[config.mk]
export PLATFORM = sky130hd
export DESIGN_NAME = pfp_sqrt
export DESIGN_NICKNAME = d
export VERILOG_FILES = /design/src/sv/pfp_pkg.sv /design/src/sv/pfp_sqrt.sv
export SDC_FILE = /design/constraint.sdc
export NUM_CORES = 2
export LEC_CHECK = 0
export BUFFER_PORTS_ARGS = -buffer_cell sky130_fd_sc_hd__buf_2
export CAP_MARGIN = 10
export CELL_PAD_IN_SITES_DETAIL_PLACEMENT = 1
export CELL_PAD_IN_SITES_GLOBAL_PLACEMENT = 2
export CORE_UTILIZATION = 29
export DETAILED_ROUTE_END_ITERATION = 12
export PLACE_DENSITY_LB_ADDON = 0.15
export SLEW_MARGIN = 25
export SYNTH_ARGS = -nofsm -noshare
export SYNTH_HDL_FRONTEND = slang
export SYNTH_SLANG_ARGS = --single-unit
[constraint.sdc]
create_clock -name clk -period 6.74 [get_ports clk]
set_input_delay 0 -clock clk [delete_from_list [all_inputs] [get_ports clk]]
set_output_delay 0 -clock clk [all_outputs]
set_load 0.05 [all_outputs]
[src/sv/pfp_pkg.sv]
// Shared widths and pipeline depths for the plane-from-three-points unit.
// No dependencies; imported by every module of the block.
`default_nettype none
package pfp_pkg;

	localparam int unsigned COORD_W  = 24;   // vertex coordinate, Q.8
	localparam int unsigned EDGE_W   = 25;   // edge component, Q.8
	localparam int unsigned PROD_W   = 50;   // edge product, Q.16
	localparam int unsigned CROSS_W  = 51;   // cross component, Q.16
	localparam int unsigned RED_W    = 30;   // reduced magnitude
	localparam int unsigned SQ_W     = 62;   // sum of three squares
	localparam int unsigned LEN_W    = 31;   // floor square root
	localparam int unsigned QUO_W    = 18;   // doubled normal magnitude
	localparam int unsigned NORM_W   = 18;   // Q1.16 normal component
	localparam int unsigned DIST_W   = 25;   // plane distance, Q.8
	localparam int unsigned MINL_W   = 16;   // threshold register
	localparam int unsigned SHIFT_W  = 5;    // normalizing shift, 0..21

	localparam int unsigned SQRT_STAGES = 32;
	localparam int unsigned DIV_STAGES  = QUO_W;
	localparam int unsigned FRONT_STAGES = 8;
	localparam int unsigned BACK_STAGES  = 3;
	localparam int unsigned LATENCY =
		FRONT_STAGES + SQRT_STAGES + DIV_STAGES + BACK_STAGES;

	// Values that ride alongside the square root and the dividers.
	typedef struct packed {
		logic                       k_zero;
		logic [2:0][RED_W-1:0]      red;
	} pfp_red_t;

	typedef struct packed {
		logic [2:0]                 neg;
		logic [2:0][COORD_W-1:0]    p0;
	} pfp_side_t;

endpackage
`default_nettype wire

[src/sv/pfp_sqrt.sv]
// Pipelined integer square root, one result bit resolved per stage.
// Depends on pfp_pkg.
`default_nettype none
module pfp_sqrt
	import pfp_pkg::*;
(
	input  wire logic              clk,
	input  wire logic              en,
	input  wire logic [SQ_W-1:0]   radicand,
	output logic      [LEN_W-1:0]  root
);

	logic [SQ_W-1:0] x_s   [SQRT_STAGES+1];
	logic [SQ_W:0]   res_s [SQRT_STAGES+1];

	assign x_s[0]   = radicand;
	assign res_s[0] = '0;

	for (genvar j = 0; j < SQRT_STAGES; j++) begin : g_stage
		localparam logic [SQ_W:0] BIT_C = (SQ_W+1)'(1) << (SQ_W - 2*j);
		logic [SQ_W+1:0] trial;
		logic            take;

		assign trial = {1'b0, res_s[j]} + {1'b0, BIT_C};
		assign take  = {2'b00, x_s[j]} >= trial;

		always_ff @(posedge clk) begin
			if (en) begin
				if (take) begin
					x_s[j+1]   <= SQ_W'({2'b00, x_s[j]} - trial);
					res_s[j+1] <= (res_s[j] >> 1) + BIT_C;
				end else begin
					x_s[j+1]   <= x_s[j];
					res_s[j+1] <= res_s[j] >> 1;
				end
			end
		end
	end

	assign root = res_s[SQRT_STAGES][LEN_W-1:0];

endmodule
`default_nettype wire

==> run_results.csv <==
group,metric,value,unit
timing,clock.fmax,187,MHz
global_routing,grt_util_met2,27.6,%
global_routing,grt_max_degree,200,
finish,nets,9969,
finish,area_growth,15.9,%
drt,drt-vias-per-instance,4.82,
die,dieHeight,630,um
yosys,yosys.area_share.xor_xnor,6.26,%
timing,rsz0062_at_grt,"false",
clock_network,cts_max_level,5,
die,die-area,0.396,mm^2
timing,finalCriticalPeriod,5.36,ns
timing,fin_hold_ws,0.215,ns
die,row_count,230,
finish,layout_commonest_cell,"edfxtp_1",
global_routing,use_met1,21.0,%
setup_path,crit_required,7.38,ns
clock_network,clock_latency,0.93,ns
drt,antenna_left,0,
setup_path,cp_max_fo,40,
yosys,synthesis.nets,9540,
setup_path,crit_arrival,5.99,ns
die,core_area,0.392,mm^2
global_routing,antenna_found_initial,13,
setup_path,critPathKind,"register to register",
timing,worst-slew-pin-transition,1.12,ns
yosys,ys_ff_latch,2418,
clock_network,cts_buffer_depth,4,
yosys,synth_cell_types,80,
clock_network,cts_tree,"yes",
setup_path,crit_path_end_kind,"register",
timing,finalHoldViolations,0,
global_routing,grt_overflow,0,
yosys,synth.area.mux_share,0.916,%
power,vdd_drop_max,0.251,mV
timing,skew,0.0769,ns
die,start_util,29.1,%
yosys,synth_fa_ha_area_share,5.75,%
drt,post_drt_wl_per_cell,21.7,um
global_routing,met3_usage,2.13,%
yosys,synth_top_area_share,63.6,%
yosys,synth_top_cell_by_area,"edfxtp_1",
yosys,syn_avg_cell_area,12.8,um^2
global_routing,grt_pass1_wl,484000,um
hold_path,worstHoldStart,"en",
yosys,ys.warnings.count,0,
timing,finalCritPeriodShare,79.5,%
die,io_pins,95,
drt,vias,71535,
drt,dr.pass1.iters,6,
yosys,synth_area,0.114,mm^2
global_routing,grt_usage,15.9,%
die,die_w,630,um
clock_network,cts.reportedPaths.clkPinSlew,0.06,ns
timing,setup_violations,0,
setup_path,crit_start,"x_s[214]",
timing,setup_tns,0,ns
setup_path,cp-start-kind,"register",
yosys,async_reset_ff_share,0,%
power,power.density,345,mW/mm^2
drt,wl,321000,um
drt,drtIter0Drc,4856,
clock_network,cts.sinks,2418,
place,hpwl,243000,um
yosys,synth_edf_count,2418,
power,leakagePower,49.1,nW
finish,final_cell_mix,"edfxtp_1 (2418), nor2_1 (679), inv_1 (668)",
global_routing,busiest_layer,"met2",
yosys,yosys.area_share.simple,11.7,%
clock_network,cts_resized,0,
yosys,synth_area_leaders,"edfxtp_1 (64%), ha_1 (5.7%), xnor2_1 (3.5%)",
clock_network,post_cts_buffers,0,
status,outcome,"finished clean",
clock_network,cts_buffers,294,
place,io_buffer_count,94,
timing,slew_headroom,24.5,%
drt,drc,0,
clock_network,cts_root_buf,"clkbuf_16",
yosys,netlist_instances,8951,
setup_path,regToRegStartpoint,"x_s[214]",
finish,final_layout_size_suffix_gt1_share,7.89,%
yosys,synth_compound_area_share,9.08,%
yosys,synth_top_family_by_area,"simple AND/OR/NAND/NOR gates",
place,gp_congestion,0.819,
yosys,synth_flop_cell,"edfxtp_1",
global_routing,grt_pass1_vias,75293,
timing,maxSlewViolCount,0,
yosys,synth-seq-area-share,63.6,%
job,maxCapViolCount,0,
hold_path,hold_path_class,"primary input to register",
## synthesized netlist by cell type, drive strengths merged, types with 123 or more instances
cell type,instances
edfxtp,2418
nor2,679
inv,668
a21oi,636
ha,525
nand2,486
xnor2,460
xor2,357
o21ai,316
nor4,312
nor3,227
a21o,226
nand4,148
nand3,147
clkbuf,135
o21a,123
## layout make-up
class / count / area, um^2
well taps: 5220 / 6530
clock buffers: 353 / 7580
fillers: 41650 / 260000
repair buffers: 288 / 2440
multi-input cells: 5710 / 38700
clock inverters: 176 / 2060
diodes: 4 / 10.0
flip-flops and latches: 2418 / 72600
inverters: 668 / 2510
## per-layer routing
metal / wire, um / share of wire, %
met1: 147000 / 46
met2: 158000 / 49
met3: 10700 / 3.3
met4: 5540 / 1.7
met5: 0 / 0
## critical path: stages (launching register included)
cell	delay, ns
edfxtp_1	0.40
ha_1	0.47
nand4_1	0.39
nor4_1	0.82
nand3_1	0.47
o21ai_0	0.35
nor3_1	0.11
o21a_1	0.12
buf_4	0.24
inv_1	0.09
buf_4	0.42
o2111ai_1	0.56
nor4_1	0.49
xor2_1	0.12
## where the power goes
group / total (mW) / internal (mW) / switching [mW] / leakage, nW
sequential: 20.6 / 19.0 / 1.61 / 23.3
combinational: 9.08 / 3.67 / 5.41 / 21.2
clock: 15.9 / 9.31 / 6.62 / 4.65
## timing repair
action | in CTS | in global routing
endpoints found under the hold margin | 431 | 0
setup endpoints to repair | 0 | 0
hold buffers | 125 | 0
## per-stage QoR
step	setup WS (ns)	instances	instance area [um^2]	power (mW)	util [%]
floorplan	2.83	8951	114000	26.5	-
global placement	1.44	14174	121000	30.0	31.0
detailed placement	1.52	14177	121000	30.1	31.0
CTS	1.52	14831	132000	46.4	33.7
global route	1.09	14834	132000	48.0	33.8
finish	1.38	14837	132000	45.7	33.8
## kinds of logic (layout without fill, tap and decap cells)
logic type	count (synthesis)	after routing
simple gates	2598	2598
flops	2418	2418
compound gates	1676	1676
buf+inv	823	1485
xor+xnor	817	817
fa+ha+maj	525	525
mux	94	94
other cells	0	4
## flip-flops by register name, summed over array words and instances (netlist names)
signal,count
x_s,1922
root,31
res_s,465
## final timing paths
path	slack, ns	cells after the start	endpoint
setup / recovery	1.38	13	x_s[183]
hold / removal	0.21	2	x_s[916]
setup reg to reg	1.38	13	x_s[183]
hold reg to reg	0.41	0	x_s[625]
(Power assumes the default switching activity.)
