--- config.mk ---
export PLATFORM = sky130hd
export DESIGN_NAME = pfp_div
export DESIGN_NICKNAME = d
export VERILOG_FILES = /design/src/sv/pfp_pkg.sv /design/src/sv/pfp_div.sv
export SDC_FILE = /design/constraint.sdc
export NUM_CORES = 2
export LEC_CHECK = 0
export ABC_AREA = 1
export BUFFER_PORTS_ARGS = -buffer_cell sky130_fd_sc_hd__clkbuf_2
export CELL_PAD_IN_SITES_DETAIL_PLACEMENT = 0
export CELL_PAD_IN_SITES_GLOBAL_PLACEMENT = 1
export CORE_AREA = 2 2 428 430
export DETAILED_ROUTE_END_ITERATION = 7
export DIE_AREA = 0 0 430 432
export PLACE_DENSITY = 0.8
export SLEW_MARGIN = 30
export SYNTH_ARGS = -nofsm -noshare
export SYNTH_HDL_FRONTEND = slang
export SYNTH_SLANG_ARGS = --single-unit
--- constraint.sdc ---
create_clock -name clk -period 6.2 [get_ports clk]
set_clock_uncertainty 0.1 [all_clocks]
set_input_delay 1.55 -clock clk [delete_from_list [all_inputs] [get_ports clk]]
set_output_delay 1.55 -clock clk [all_outputs]
set_load 0.02 [all_outputs]
--- src/sv/pfp_pkg.sv ---
// Shared widths and pipeline depths for the plane-from-three-points unit.
// No dependencies; imported by every module of the block.
`default_nettype none
package pfp_pkg;

	localparam int unsigned COORD_W  = 24;   // vertex coordinate, Q.8
	localparam int unsigned EDGE_W   = 25;   // edge component, Q.8
	localparam int unsigned PROD_W   = 50;   // edge product, Q.16
	localparam int unsigned CROSS_W  = 51;   // cross component, Q.16
	localparam int unsigned RED_W    = 30;   // reduced magnitude
	localparam int unsigned SQ_W     = 62;   // sum of three squares
	localparam int unsigned LEN_W    = 31;   // floor square root
	localparam int unsigned QUO_W    = 18;   // doubled normal magnitude
	localparam int unsigned NORM_W   = 18;   // Q1.16 normal component
	localparam int unsigned DIST_W   = 25;   // plane distance, Q.8
	localparam int unsigned MINL_W   = 16;   // threshold register
	localparam int unsigned SHIFT_W  = 5;    // normalizing shift, 0..21

	localparam int unsigned SQRT_STAGES = 32;
	localparam int unsigned DIV_STAGES  = QUO_W;
	localparam int unsigned FRONT_STAGES = 8;
	localparam int unsigned BACK_STAGES  = 3;
	localparam int unsigned LATENCY =
		FRONT_STAGES + SQRT_STAGES + DIV_STAGES + BACK_STAGES;

	// Values that ride alongside the square root and the dividers.
	typedef struct packed {
		logic                       k_zero;
		logic [2:0][RED_W-1:0]      red;
	} pfp_red_t;

	typedef struct packed {
		logic [2:0]                 neg;
		logic [2:0][COORD_W-1:0]    p0;
	} pfp_side_t;

endpackage
`default_nettype wire

--- src/sv/pfp_div.sv ---
// Pipelined restoring divider: (num << 17) / den, one quotient bit per stage.
// The numerator never exceeds the divisor, so the quotient fits in 18 bits.
// Depends on pfp_pkg.
`default_nettype none
module pfp_div
	import pfp_pkg::*;
(
	input  wire logic              clk,
	input  wire logic              en,
	input  wire logic [RED_W-1:0]  num,
	input  wire logic [LEN_W-1:0]  den,
	output logic      [QUO_W-1:0]  quo
);

	logic [LEN_W-1:0] rem_s [DIV_STAGES+1];
	logic [LEN_W-1:0] den_s [DIV_STAGES+1];
	logic [QUO_W-1:0] quo_s [DIV_STAGES+1];

	assign rem_s[0] = '0;
	assign den_s[0] = den;
	assign quo_s[0] = '0;

	for (genvar i = 0; i < DIV_STAGES; i++) begin : g_stage
		logic [LEN_W:0] shifted;
		logic           fits;

		// The first step brings in the whole numerator at once.
		if (i == 0) begin : g_first
			assign shifted = (LEN_W+1)'(num);
		end else begin : g_rest
			assign shifted = {rem_s[i], 1'b0};
		end

		assign fits = shifted >= {1'b0, den_s[i]};

		always_ff @(posedge clk) begin
			if (en) begin
				rem_s[i+1] <= fits ? LEN_W'(shifted - {1'b0, den_s[i]})
				                   : LEN_W'(shifted);
				den_s[i+1] <= den_s[i];
				quo_s[i+1] <= {quo_s[i][QUO_W-2:0], fits};
			end
		end
	end

	assign quo = quo_s[DIV_STAGES];

endmodule
`default_nettype wire

==> metrics <==
initial antenna violation count 12; CP dominant cell by count nand2_1; max incr delay on CP 0.61 ns; ANT nets after route 0; Wirelength per Cell 19.3 um; Critical Path Source den_s[496]; DIE AREA 186000 um2; Resize count post-CTS 0; Design Area, Final 94600 um2; Total GRT Usage 0.301; arrival time at the worst endpoint 4.50 ns; IR drop worst, VDD 0.000365 V; post-layout minimum cycle time 3.93 ns; post-synth net total 12574; first-pass GRT wire length 424000 um; drt drc 0; CP cell instances inv_1, fa_1, nand3_1, nand3_1, nand2_1, nand2_1, nand2_1, nand3_1, nand2_1, nand2_2, inv_1, buf_4, nand2_1, nand2_1; clk sink count 1225; Worst slew margin 0.292; setup violators final 0; max-slew violation count 0; Reg2Reg Depth 14; commonest non-fill, non-tap cell in the layout nand2_1; worst hold-check path type reg2reg; crit start category register; Final Net Count 12718; Via Count 73086; Final GP Congestion 0.951; DP Area 89400 um2; WP data required 6.77 ns; syn_area_per_cell 7.26 um2; PwrDens 491 nW/um2; slowest stage cell on the critical path inv_1; Area Growth Syn to Fin 9.15%; mapped cell area 86600 um2; most frequent cells in the layout nand2_1, inv_1, edfxtp_1; Post-CTS Setup Inserts 0; chip height 432 um; CP endpoint g_stage[3].shifted[22]; max frequency 254 MHz; Max Buffers Root-to-Sink 3; final period utilization 0.634; vias in the first global route 71078; FF-to-FF End g_stage[3].shifted[22]; HPWL Detailed 229000 um; worst setup path class reg2reg; DRT iter0 DRCs 5588; CORE AREA 182000 um2; CTS tree built; worst reg2reg path startpoint den_s[496]; post-synthesis sequential element count 1225; clock latency on the worst-skew pair 0.82 ns; Worst Tran Pin Value 1.05 ns; Unique masters post-synth 42; Final TNS setup 0 ns; hold_buf cts 0; reg2reg setup slack 2.27 ns; Num CTS Buffers 147; CTS clk-pin slew, worst paths 0.06 ns; Post-Synthesis Cells 11938; Initial Util 0.477; critical path capture point type register; Die Width 430 um; ratio of cells with drive above 1 in the final layout 0.0375; Core Util, Final 0.520; IO Pins 81; largest net degree at the start of global routing 122; status finished clean; Pleak 51.1 nW; WL final 282000 um; RSZ-0062 raised after global routing no; Seq/Total Area, Yosys 0.425; number of port buffers 80; synth warn 0; Overflow after GRT 0; CTS root buf clkbuf_16; Rows 157; DR pass1 iterations 7; Max-Cap Viols 0; CP Max Fanout 32; CTS H-tree depth 4; via density per instance 5.01; Final Hold Viols 0
## where the power goes
group	switching [W]	leakage, nW	internal [W]
logic	0.0158	36.6	0.00734
registers	0.00182	12.0	0.0123
clock network	0.00381	2.49	0.00542
total	0.0214	51.1	0.0250
## state kept, by name, indices dropped and copies added (netlist names)
signal,cells
den_s,527
quo,18
g_stage.shifted,527
quo_s,153
## metrics by stage
step                power, W  setup WS (ns)  hold slack (ns)  cells
detailed placement    0.0372           1.88            0.305  14318
CTS                   0.0466           2.31            0.310  14593
global route          0.0502           2.00            0.312  14593
floorplan             0.0300           2.91            0.300  11938
global placement      0.0370           1.88            0.300  14318
finish                0.0464           2.27            0.311  14594
## cells by family after synthesis
| family | after synthesis | share of synthesized area |
|---|---|---|
| and+or+nand+nor | 6766 | 0.316 |
| buffers and inverters | 2704 | 0.124 |
| DFF | 1225 | 0.425 |
| adders and majority gates | 573 | 0.0842 |
| AOI/OAI and AO/OA | 415 | 0.0257 |
| xor gates and xnor gates | 255 | 0.0258 |
## worst min-delay path by stage
stage	startpoint	end	cells past startpoint
after floorplan	quo_s[27]	quo[10]	0
after CTS	quo_s[163]	quo_s[146]	0
after global routing	quo_s[163]	quo_s[146]	0
after global placement	quo_s[150]	quo_s[133]	0
final	quo_s[163]	quo_s[146]	0
after detailed placement	quo_s[133]	quo_s[116]	0
## routing by layer
layer | wire length, um | vias to the layer above | track usage
li1 | - | 37197 | -
met1 | 122000 | 33712 | 0.386
met2 | 134000 | 1706 | 0.514
met3 | 12500 | 465 | 0.0342
met4 | 13500 | 6 | 0.132
met5 | 37 | - | 0
## final cells by class
| class | count | area, um2 |
|---|---|---|
| inverters | 2578 | 9680 |
| diodes | 1 | 2.50 |
| multi-input cells | 8009 | 39100 |
| well taps | 2385 | 2980 |
| flip-flops and latches | 1225 | 36800 |
| fillers | 17954 | 87100 |
| repair buffers | 121 | 823 |
| clock inverters | 112 | 1380 |
| clock buffers | 163 | 3760 |
## synthesized netlist by cell type (all sizes together)
| cell type | instances | share of area |
|---|---|---|
| nand2 | 4956 | 0.22 |
| inv | 2577 | 0.11 |
| edfxtp | 1225 | 0.42 |
| nand3 | 742 | 0.043 |
| nor2 | 728 | 0.032 |
| ha | 556 | 0.080 |
| a21oi | 299 | 0.017 |
| xor2 | 252 | 0.025 |
| nand4 | 134 | 0.0097 |
| buf | 125 | 0.012 |
| and2 | 74 | 0.0054 |
| o21ai | 62 | 0.0036 |
| nand3b | 57 | 0.0049 |
| o21bai | 48 | 0.0042 |
| nor3 | 37 | 0.0023 |
| or2 | 26 | 0.0019 |
| fa | 17 | 0.0039 |
| and3 | 10 | 0.00072 |
| xnor2 | 3 | 0.00030 |
| a21o | 2 | 0.00017 |
| nor4 | 2 | 0.00014 |
| a31oi | 1 | 0.000072 |
| clkbuf | 1 | 0.000043 |
| clkinv | 1 | 0.000043 |
| o211a | 1 | 0.00012 |
| o21a | 1 | 0.000087 |
| o21ba | 1 | 0.00012 |
## worst max-delay path: cells and delay by family, from the launching register on
kind | cells | cell delay [ns]
buf+inv | 3 | 1.18
fa+ha+maj | 1 | 0.55
simple gates | 10 | 1.39
flops | 1 | 0.54
Power figures use the tool's default switching activity.
