==> src/sv/pfp_pkg.sv <==
// Shared widths and pipeline depths for the plane-from-three-points unit.
// No dependencies; imported by every module of the block.
`default_nettype none
package pfp_pkg;

	localparam int unsigned COORD_W  = 24;   // vertex coordinate, Q.8
	localparam int unsigned EDGE_W   = 25;   // edge component, Q.8
	localparam int unsigned PROD_W   = 50;   // edge product, Q.16
	localparam int unsigned CROSS_W  = 51;   // cross component, Q.16
	localparam int unsigned RED_W    = 30;   // reduced magnitude
	localparam int unsigned SQ_W     = 62;   // sum of three squares
	localparam int unsigned LEN_W    = 31;   // floor square root
	localparam int unsigned QUO_W    = 18;   // doubled normal magnitude
	localparam int unsigned NORM_W   = 18;   // Q1.16 normal component
	localparam int unsigned DIST_W   = 25;   // plane distance, Q.8
	localparam int unsigned MINL_W   = 16;   // threshold register
	localparam int unsigned SHIFT_W  = 5;    // normalizing shift, 0..21

	localparam int unsigned SQRT_STAGES = 32;
	localparam int unsigned DIV_STAGES  = QUO_W;
	localparam int unsigned FRONT_STAGES = 8;
	localparam int unsigned BACK_STAGES  = 3;
	localparam int unsigned LATENCY =
		FRONT_STAGES + SQRT_STAGES + DIV_STAGES + BACK_STAGES;

	// Values that ride alongside the square root and the dividers.
	typedef struct packed {
		logic                       k_zero;
		logic [2:0][RED_W-1:0]      red;
	} pfp_red_t;

	typedef struct packed {
		logic [2:0]                 neg;
		logic [2:0][COORD_W-1:0]    p0;
	} pfp_side_t;

endpackage
`default_nettype wire

==> src/sv/pfp_delay.sv <==
// Enable-gated shift line that keeps side data aligned with the pipeline.
// Depends on pfp_pkg.
`default_nettype none
module pfp_delay
	import pfp_pkg::*;
#(
	parameter int unsigned W     = 8,
	parameter int unsigned DEPTH = 4
) (
	input  wire logic         clk,
	input  wire logic         en,
	input  wire logic [W-1:0] din,
	output logic      [W-1:0] dout
);

	logic [W-1:0] line_q [DEPTH];

	always_ff @(posedge clk) begin
		if (en) begin
			line_q[0] <= din;
			for (int i = 1; i < int'(DEPTH); i++) begin
				line_q[i] <= line_q[i-1];
			end
		end
	end

	assign dout = line_q[DEPTH-1];

endmodule
`default_nettype wire

==> config.mk <==
export PLATFORM = sky130hd
export DESIGN_NAME = pfp_delay
export DESIGN_NICKNAME = d
export VERILOG_FILES = /design/src/sv/pfp_pkg.sv /design/src/sv/pfp_delay.sv
export SDC_FILE = /design/constraint.sdc
export NUM_CORES = 1
export LEC_CHECK = 0
export BUFFER_PORTS_ARGS = -buffer_cell sky130_fd_sc_hd__buf_2
export CAP_MARGIN = 20
export CORE_MARGIN = 2
export CORE_UTILIZATION = 50
export CTS_CLUSTER_DIAMETER = 150
export DETAILED_ROUTE_END_ITERATION = 10
export MAX_ROUTING_LAYER = met4
export PLACE_DENSITY_LB_ADDON = 0.25
export SLEW_MARGIN = 25
export SYNTH_ARGS = -nofsm -noshare
export SYNTH_HDL_FRONTEND = slang
export SYNTH_SLANG_ARGS = --single-unit
==> constraint.sdc <==
create_clock -name clk -period 0.8 [get_ports clk]
set_input_delay 0.08 -clock clk [delete_from_list [all_inputs] [get_ports clk]]
set_output_delay 0.08 -clock clk [all_outputs]
set_load 0.1 [all_outputs]
==> results of run 1 <==
-- metal layers --
metal | up-vias | wire length, um | track usage
li1 | 196 | - | -
met1 | 192 | 494 | 0.143
met2 | 27 | 629 | 0.205
met3 | 2 | 129 | 0.0717
met4 | 0 | 14 | 0.114
met5 | - | 0 | -
-- power groups by stage --
stage	sequential [mW]	combinational, mW	clock, mW
4_1_cts	2.02	0.362	0.817
2_1_floorplan	2.20	0	0
6_report	2.02	0.362	0.792
5_1_grt	2.03	0.373	0.891
3_5_place_dp	2.06	0.333	0
3_3_place_gp	2.04	0.328	0
-- worst min-delay path by stage --
| stage | startpoint | endpoint | depth (start not counted) |
|---|---|---|---|
| 2_1_floorplan | din[0] | line_q[0][0] | 0 |
| 3_3_place_gp | din[2] | line_q[0][2] | 1 |
| 3_5_place_dp | din[7] | line_q[0][7] | 1 |
| 4_1_cts | en | line_q[1][0] | 2 |
| 5_1_grt | en | line_q[0][5] | 2 |
| 6_report | en | line_q[0][5] | 2 |
-- metrics by stage --
stage                     power [mW]  utilization  area (um2)  setup slack [ns]  TNS (ns)
after floorplan                 2.20            -         961            -0.184     -1.47
after global routing            3.29        0.773        1360            -0.266     -2.01
after CTS                       3.20        0.773        1360            -0.248     -1.85
after detailed placement        2.39        0.701        1240            0.0974         0
final                           3.17        0.773        1360            -0.221     -1.65
after global placement          2.37        0.701        1240             0.121         0
-- final cells by class --
cell class | instances | area [um2] | area share
clock inverter | 1 | 5.00 | 0.00367
timing repair buffer | 27 | 325 | 0.239
tap | 25 | 31.3 | 0.0229
clock buffer | 6 | 41.3 | 0.0303
sequential | 32 | 961 | 0.705
-- cells in the final DEF (no fill, tap or decap), drive strengths merged --
master and n:
dlygate4sd3 8, clkinv 1, buf 19, edfxtp 32, clkbuf 6
-- synthesized netlist by cell type --
| cell | instances |
|---|---|
| edfxtp_1 | 32 |
-- cells by family (layout without fill, tap and decap cells) --
| kind of cell | Yosys count | in the layout | share of synthesized area |
|---|---|---|---|
| buf+inv | 0 | 34 | 0 |
| flops | 32 | 32 | 1.00 |
-- repair_timing --
action                                  CTS  global route
endpoints found under the hold margin     8             0
hold buffers                              8             0
endpoints found under the setup margin    8             8
==> key figures, run 1 <==
Outcome
  – Status: finished, violations left
  – Failing checks: setup timing

Drt
  – DRC: 0
  – Starting DRT DRC Count: 15
  – Drt first pass iters: 2
  – Via count: 417
  – Avg Vias per Cell: 4.58
  – Final ANT Viol Nets: 0
  – Wire per inst: 13.9 um
  – WL final: 1270 um

Cells and area
  – Largest regs: line_q x32
  – Finished Layout Cells: 91
  – Largest Register: line_q
  – Layout cells sized above 1: 0.379
  – Fillers: 99
  – Comb_multi_in: 0
  – Largest register FFs: 32
  – Nets: 76
  – Ant diodes: 0
  – Area of the multi-input gates: 0 um2
  – Layout area overhead: 41.9%

Clock network
  – CTS Root Buffer Type: clkbuf_4
  – Num CTS Buffers: 5
  – H-tree depth: 2
  – Post-CTS sizing: 0
  – # Post-CTS Setup Buffers: 0
  – CTS sink cnt: 32
  – CTS tree: done
  – Worst-case clock buffer depth: 2
  – Clock latency on the worst-skew pair: 0.31 ns
  – Clock transition at the registers of the reported paths: 0.09 ns

Pwr
  – Switching share of total power: 0.230
  – Reg power frac: 0.636
  – Max VDD drop: 1.41 mV
  – PwrDens: 2320 mW/mm2
  – Clock power share: 0.250
  – NetSw: 729 uW
  – Cell internal pwr: 2.44 mW
  – Leakage power: 0.504 nW
  – Comb power frac: 0.114

GRT
  – First-pass GRT wire length: 1790 um
  – Initial antenna violation count: 0
  – Gr usage total: 0.142
  – Largest net degree at the start of global routing: 21
  – Gr ovfl total: 0
  – Vias in the first global route: 408

Worst setup path
  – CP required: 0.72 ns
  – Critical path arrival: 0.94 ns
  – Critical path depth: 1
  – Reg-to-reg critical path endpoint: line_q[3][4]
  – Reg2Reg Depth: 0
  – CP top delay family: flip-flops
  – Worst path bufs/invs: 1
  – Crit. Startpoint: line_q[3][0]
  – CP Capture Point: dout[0]
  – Critical path launch point type: flop
  – Worst path max stage delay: 0.44 ns
  – Crit path max fanout: 1
  – Crit Reg-Reg Startpoint: line_q[2][4]
  – Worst Setup End Kind: primary output
  – Crit path max-delay cell type: edfxtp_1
  – Critical path, cell by cell: buf_12
  – Setup slack, reg-to-reg: 0.16 ns
  – Crit path kind: reg2out

Floorplan
  – Core area: 0.00176 mm2
  – Boundary pin count: 18
  – Die Ht: 47.8 um
  – Die W: 47.8 um
  – Core Rows: 15
  – Starting density of the core: 0.545
  – Die area: 0.00229 mm2

Yosys
  – Synth top area cells: edfxtp_1 (100%)
  – FF+latch count, synth: 32
  – Cell taking the most area after synthesis: edfxtp_1
  – Yosys warning count: 0
  – Register area share after synthesis: 1.00
  – Syn_nets: 42
  – Synth Cell Area: 961 um2
  – Synth Area per Inst: 30.0 um2
  – Syn Inst Count: 32
  – Top cell type's share of synthesized area: 1.00
  – Count of cell types in the netlist: 1

Timing
  – Fmax: 979 MHz
  – Final setup margin: -0.221 ns
  – Min Tclk post-route: 1.02 ns
  – Skew final: 0.00405 ns
  – Period utilization: 1.28
  – Slew Limit Fails: 0
  – RSZ-0062 raised after global routing: yes
  – Max transition margin: 0.909
  – WHS: 0.182 ns
  – Worst slew pin tran: 0.137 ns
  – Final Hold Fails: 0
  – Final setup viols: 8

Placed design
  – IO buf count: 17
  – RePlAce Congestion: 0.612
  – Placed Cells: 76

Job
  – Maxcap violations: 0

Hold path
  – Hold Crit Class: in2reg
No activity file was read; power rests on OpenSTA's default activity.
==> run 2, diff against run 1 <==
--- a/config.mk
+++ b/config.mk
@@ -8,11 +8,13 @@
 export BUFFER_PORTS_ARGS = -buffer_cell sky130_fd_sc_hd__buf_2
 export CAP_MARGIN = 20
 export CORE_MARGIN = 2
-export CORE_UTILIZATION = 50
+export CORE_UTILIZATION = 45
 export CTS_CLUSTER_DIAMETER = 150
 export DETAILED_ROUTE_END_ITERATION = 10
+export HOLD_SLACK_MARGIN = 0.15
 export MAX_ROUTING_LAYER = met4
 export PLACE_DENSITY_LB_ADDON = 0.25
+export REMOVE_ABC_BUFFERS = 1
 export SLEW_MARGIN = 25
 export SYNTH_ARGS = -nofsm -noshare
 export SYNTH_HDL_FRONTEND = slang
==> key figures, run 2 (synthesized netlist as in run 1, its figures left out) <==
Outcome
  – Status: finished, violations left
  – Failing checks: setup timing

Drt
  – Wire per inst: 12.2 um (-13%)
  – DRC: 0 (unchanged)
  – Via count: 406 (-2.6%)
  – Starting DRT DRC Count: 7 (-8)
  – Final ANT Viol Nets: 0 (unchanged)
  – WL final: 1160 um (-8.8%)
  – Avg Vias per Cell: 4.27 (-6.7%)
  – Drt first pass iters: 2 (unchanged)

Cells and area
  – Most frequent cells in the layout: edfxtp_1 (32), buf_2 (9), buf_12 (9)
  – Nets: 77 (+1.3%)
  – Fillers: 121 (+22%)
  – Commonest non-fill, non-tap cell in the layout: edfxtp_1
  – Layout cells sized above 1: 0.368 (-0.0111)
  – Largest Register: line_q
  – Area of the multi-input gates: 0 um2 (unchanged)
  – Layout area overhead: 41.9% (unchanged)
  – Largest regs: line_q x32
  – Largest register FFs: 32 (unchanged)
  – Comb_multi_in: 0 (unchanged)
  – Ant diodes: 0 (unchanged)

Floorplan
  – Core area: 0.00198 mm2 (+12%)
  – Die area: 0.00252 mm2 (+10%)
  – Boundary pin count: 18 (unchanged)
  – Die W: 50.2 um (+5.0%)
  – Core Rows: 16 (+1)
  – Die Ht: 50.2 um (+5.0%)
  – Starting density of the core: 0.485 (-0.0598)

Timing
  – Skew final: 0.00808 ns (+0.00403 ns)
  – Slew Limit Fails: 0 (unchanged)
  – Max transition margin: 0.916 (+0.00772)
  – RSZ-0062 raised after global routing: yes
  – WHS: 0.154 ns (-0.0277 ns)
  – Worst slew pin tran: 0.126 ns (-0.0116 ns)
  – Final setup viols: 8 (unchanged)
  – Min Tclk post-route: 1.01 ns (-0.00727 ns)
  – Final setup margin: -0.214 ns (+0.00727 ns)
  – Final Hold Fails: 0 (unchanged)
  – Fmax: 986 MHz (+0.72%)
  – Period utilization: 1.27 (-0.00909)
  – Setup tns final: -1.62 ns (+0.0274 ns)

Worst setup path
  – Reg2Reg Depth: 0 (unchanged)
  – Worst Setup End Kind: primary output
  – Critical path depth: 1 (unchanged)
  – Crit path max fanout: 1 (unchanged)
  – Crit path kind: reg2out
  – Critical path launch point type: flop
  – Crit Reg-Reg Startpoint: line_q[0][3]
  – Worst path bufs/invs: 1 (unchanged)
  – Critical path arrival: 0.93 ns (about the same)
  – Worst path max stage delay: 0.43 ns (about the same)
  – CP top delay family: flip-flops
  – Crit path max-delay cell type: edfxtp_1
  – Setup slack, reg-to-reg: 0.16 ns (about the same)
  – Reg-to-reg critical path endpoint: line_q[1][3]
  – Critical path, cell by cell: buf_12
  – CP required: 0.72 ns (about the same)

Clock network
  – Num CTS Buffers: 5 (unchanged)
  – CTS Root Buffer Type: clkbuf_4
  – Post-CTS Hold Buffers: 8 (unchanged)
  – Clock latency on the worst-skew pair: 0.31 ns (about the same)
  – H-tree depth: 2 (unchanged)
  – Clock transition at the registers of the reported paths: 0.08 ns (about the same)
  – Post-CTS sizing: 0 (unchanged)
  – # Post-CTS Setup Buffers: 0 (unchanged)
  – CTS tree: done
  – CTS sink cnt: 32 (unchanged)
  – Worst-case clock buffer depth: 2 (unchanged)

GRT
  – Vias in the first global route: 421 (+3.2%)
  – First-pass GRT wire length: 1840 um (+2.3%)
  – Largest net degree at the start of global routing: 22 (+4.8%)
  – Gr usage total: 0.113 (-0.0287)
  – Gr ovfl total: 0 (unchanged)
  – Initial antenna violation count: 0 (unchanged)

Pwr
  – Leakage power: 0.503 nW (-0.19%)
  – Max VDD drop: 1.61 mV (+14%)
  – PwrDens: 2310 mW/mm2 (-0.51%)

Hold path
  – Hold Path Origin: en
  – WHS Endpoint: line_q[1][2]
  – WHS Path Cells: 2 (unchanged)
  – Hold Crit Class: in2reg

Placed design
  – Post-DP HPWL: 710 um
  – RePlAce Congestion: 0.623 (+1.7%)
  – IO buf count: 17 (unchanged)

Job
  – Maxcap violations: 0 (unchanged)
==> run 2: cell count changes in the layout (fill, tap and decap cells not counted) <==
cell,before,now
buf_12,10,9
clkbuf_1,1,2
buf_4,0,2
clkinv_2,1,0
clkinv_1,0,1
==> run 2: final cells by class <==
type,instances,area (um2),area share
clock buffer,7,45.0,0.0330
clock inverter,1,3.75,0.00275
sequential,32,961,0.705
tap,27,33.8,0.0248
timing repair buffer,28,320,0.235
==> run 2: where the power goes <==
part | switching [mW] | leakage (nW) | internal (mW)
clock network | 0.447 | 0.0269 | 0.337
logic | 0.216 | 0.163 | 0.140
registers | 0.0396 | 0.313 | 1.97
==> run 2: through the flow <==
| step | total power, mW | worst slack [ns] | instance area [um2] | util | cells |
|---|---|---|---|---|---|
| 6_report | 3.15 | -0.214 | 1360 | 0.688 | 95 |
| 5_1_grt | 3.30 | -0.262 | 1360 | 0.688 | 95 |
| 4_1_cts | 3.20 | -0.243 | 1360 | 0.688 | 95 |
| 3_5_place_dp | 2.38 | 0.109 | 1230 | 0.623 | 79 |
| 3_3_place_gp | 2.37 | 0.133 | 1230 | 0.623 | 79 |
| 2_1_floorplan | 2.20 | -0.184 | 961 | - | 32 |
==> run 2: how the worst max path moves through the flow <==
stage	slack (ns)	to	startpoint
floorplan	-0.18	dout[0]	line_q[3][0]
global placement	0.13	line_q[3][5]	en
detailed placement	0.11	line_q[3][6]	en
CTS	-0.24	dout[6]	line_q[3][6]
global route	-0.26	dout[6]	line_q[3][6]
finish	-0.21	dout[6]	line_q[3][6]
==> run 2: metal layers <==
layer | vias up | wire (um) | global-route usage
li1 | 202 | - | -
met4 | 0 | 32 | 0.0694
met2 | 23 | 569 | 0.175
met3 | 4 | 112 | 0.0744
met1 | 177 | 441 | 0.101
met5 | - | 0 | -
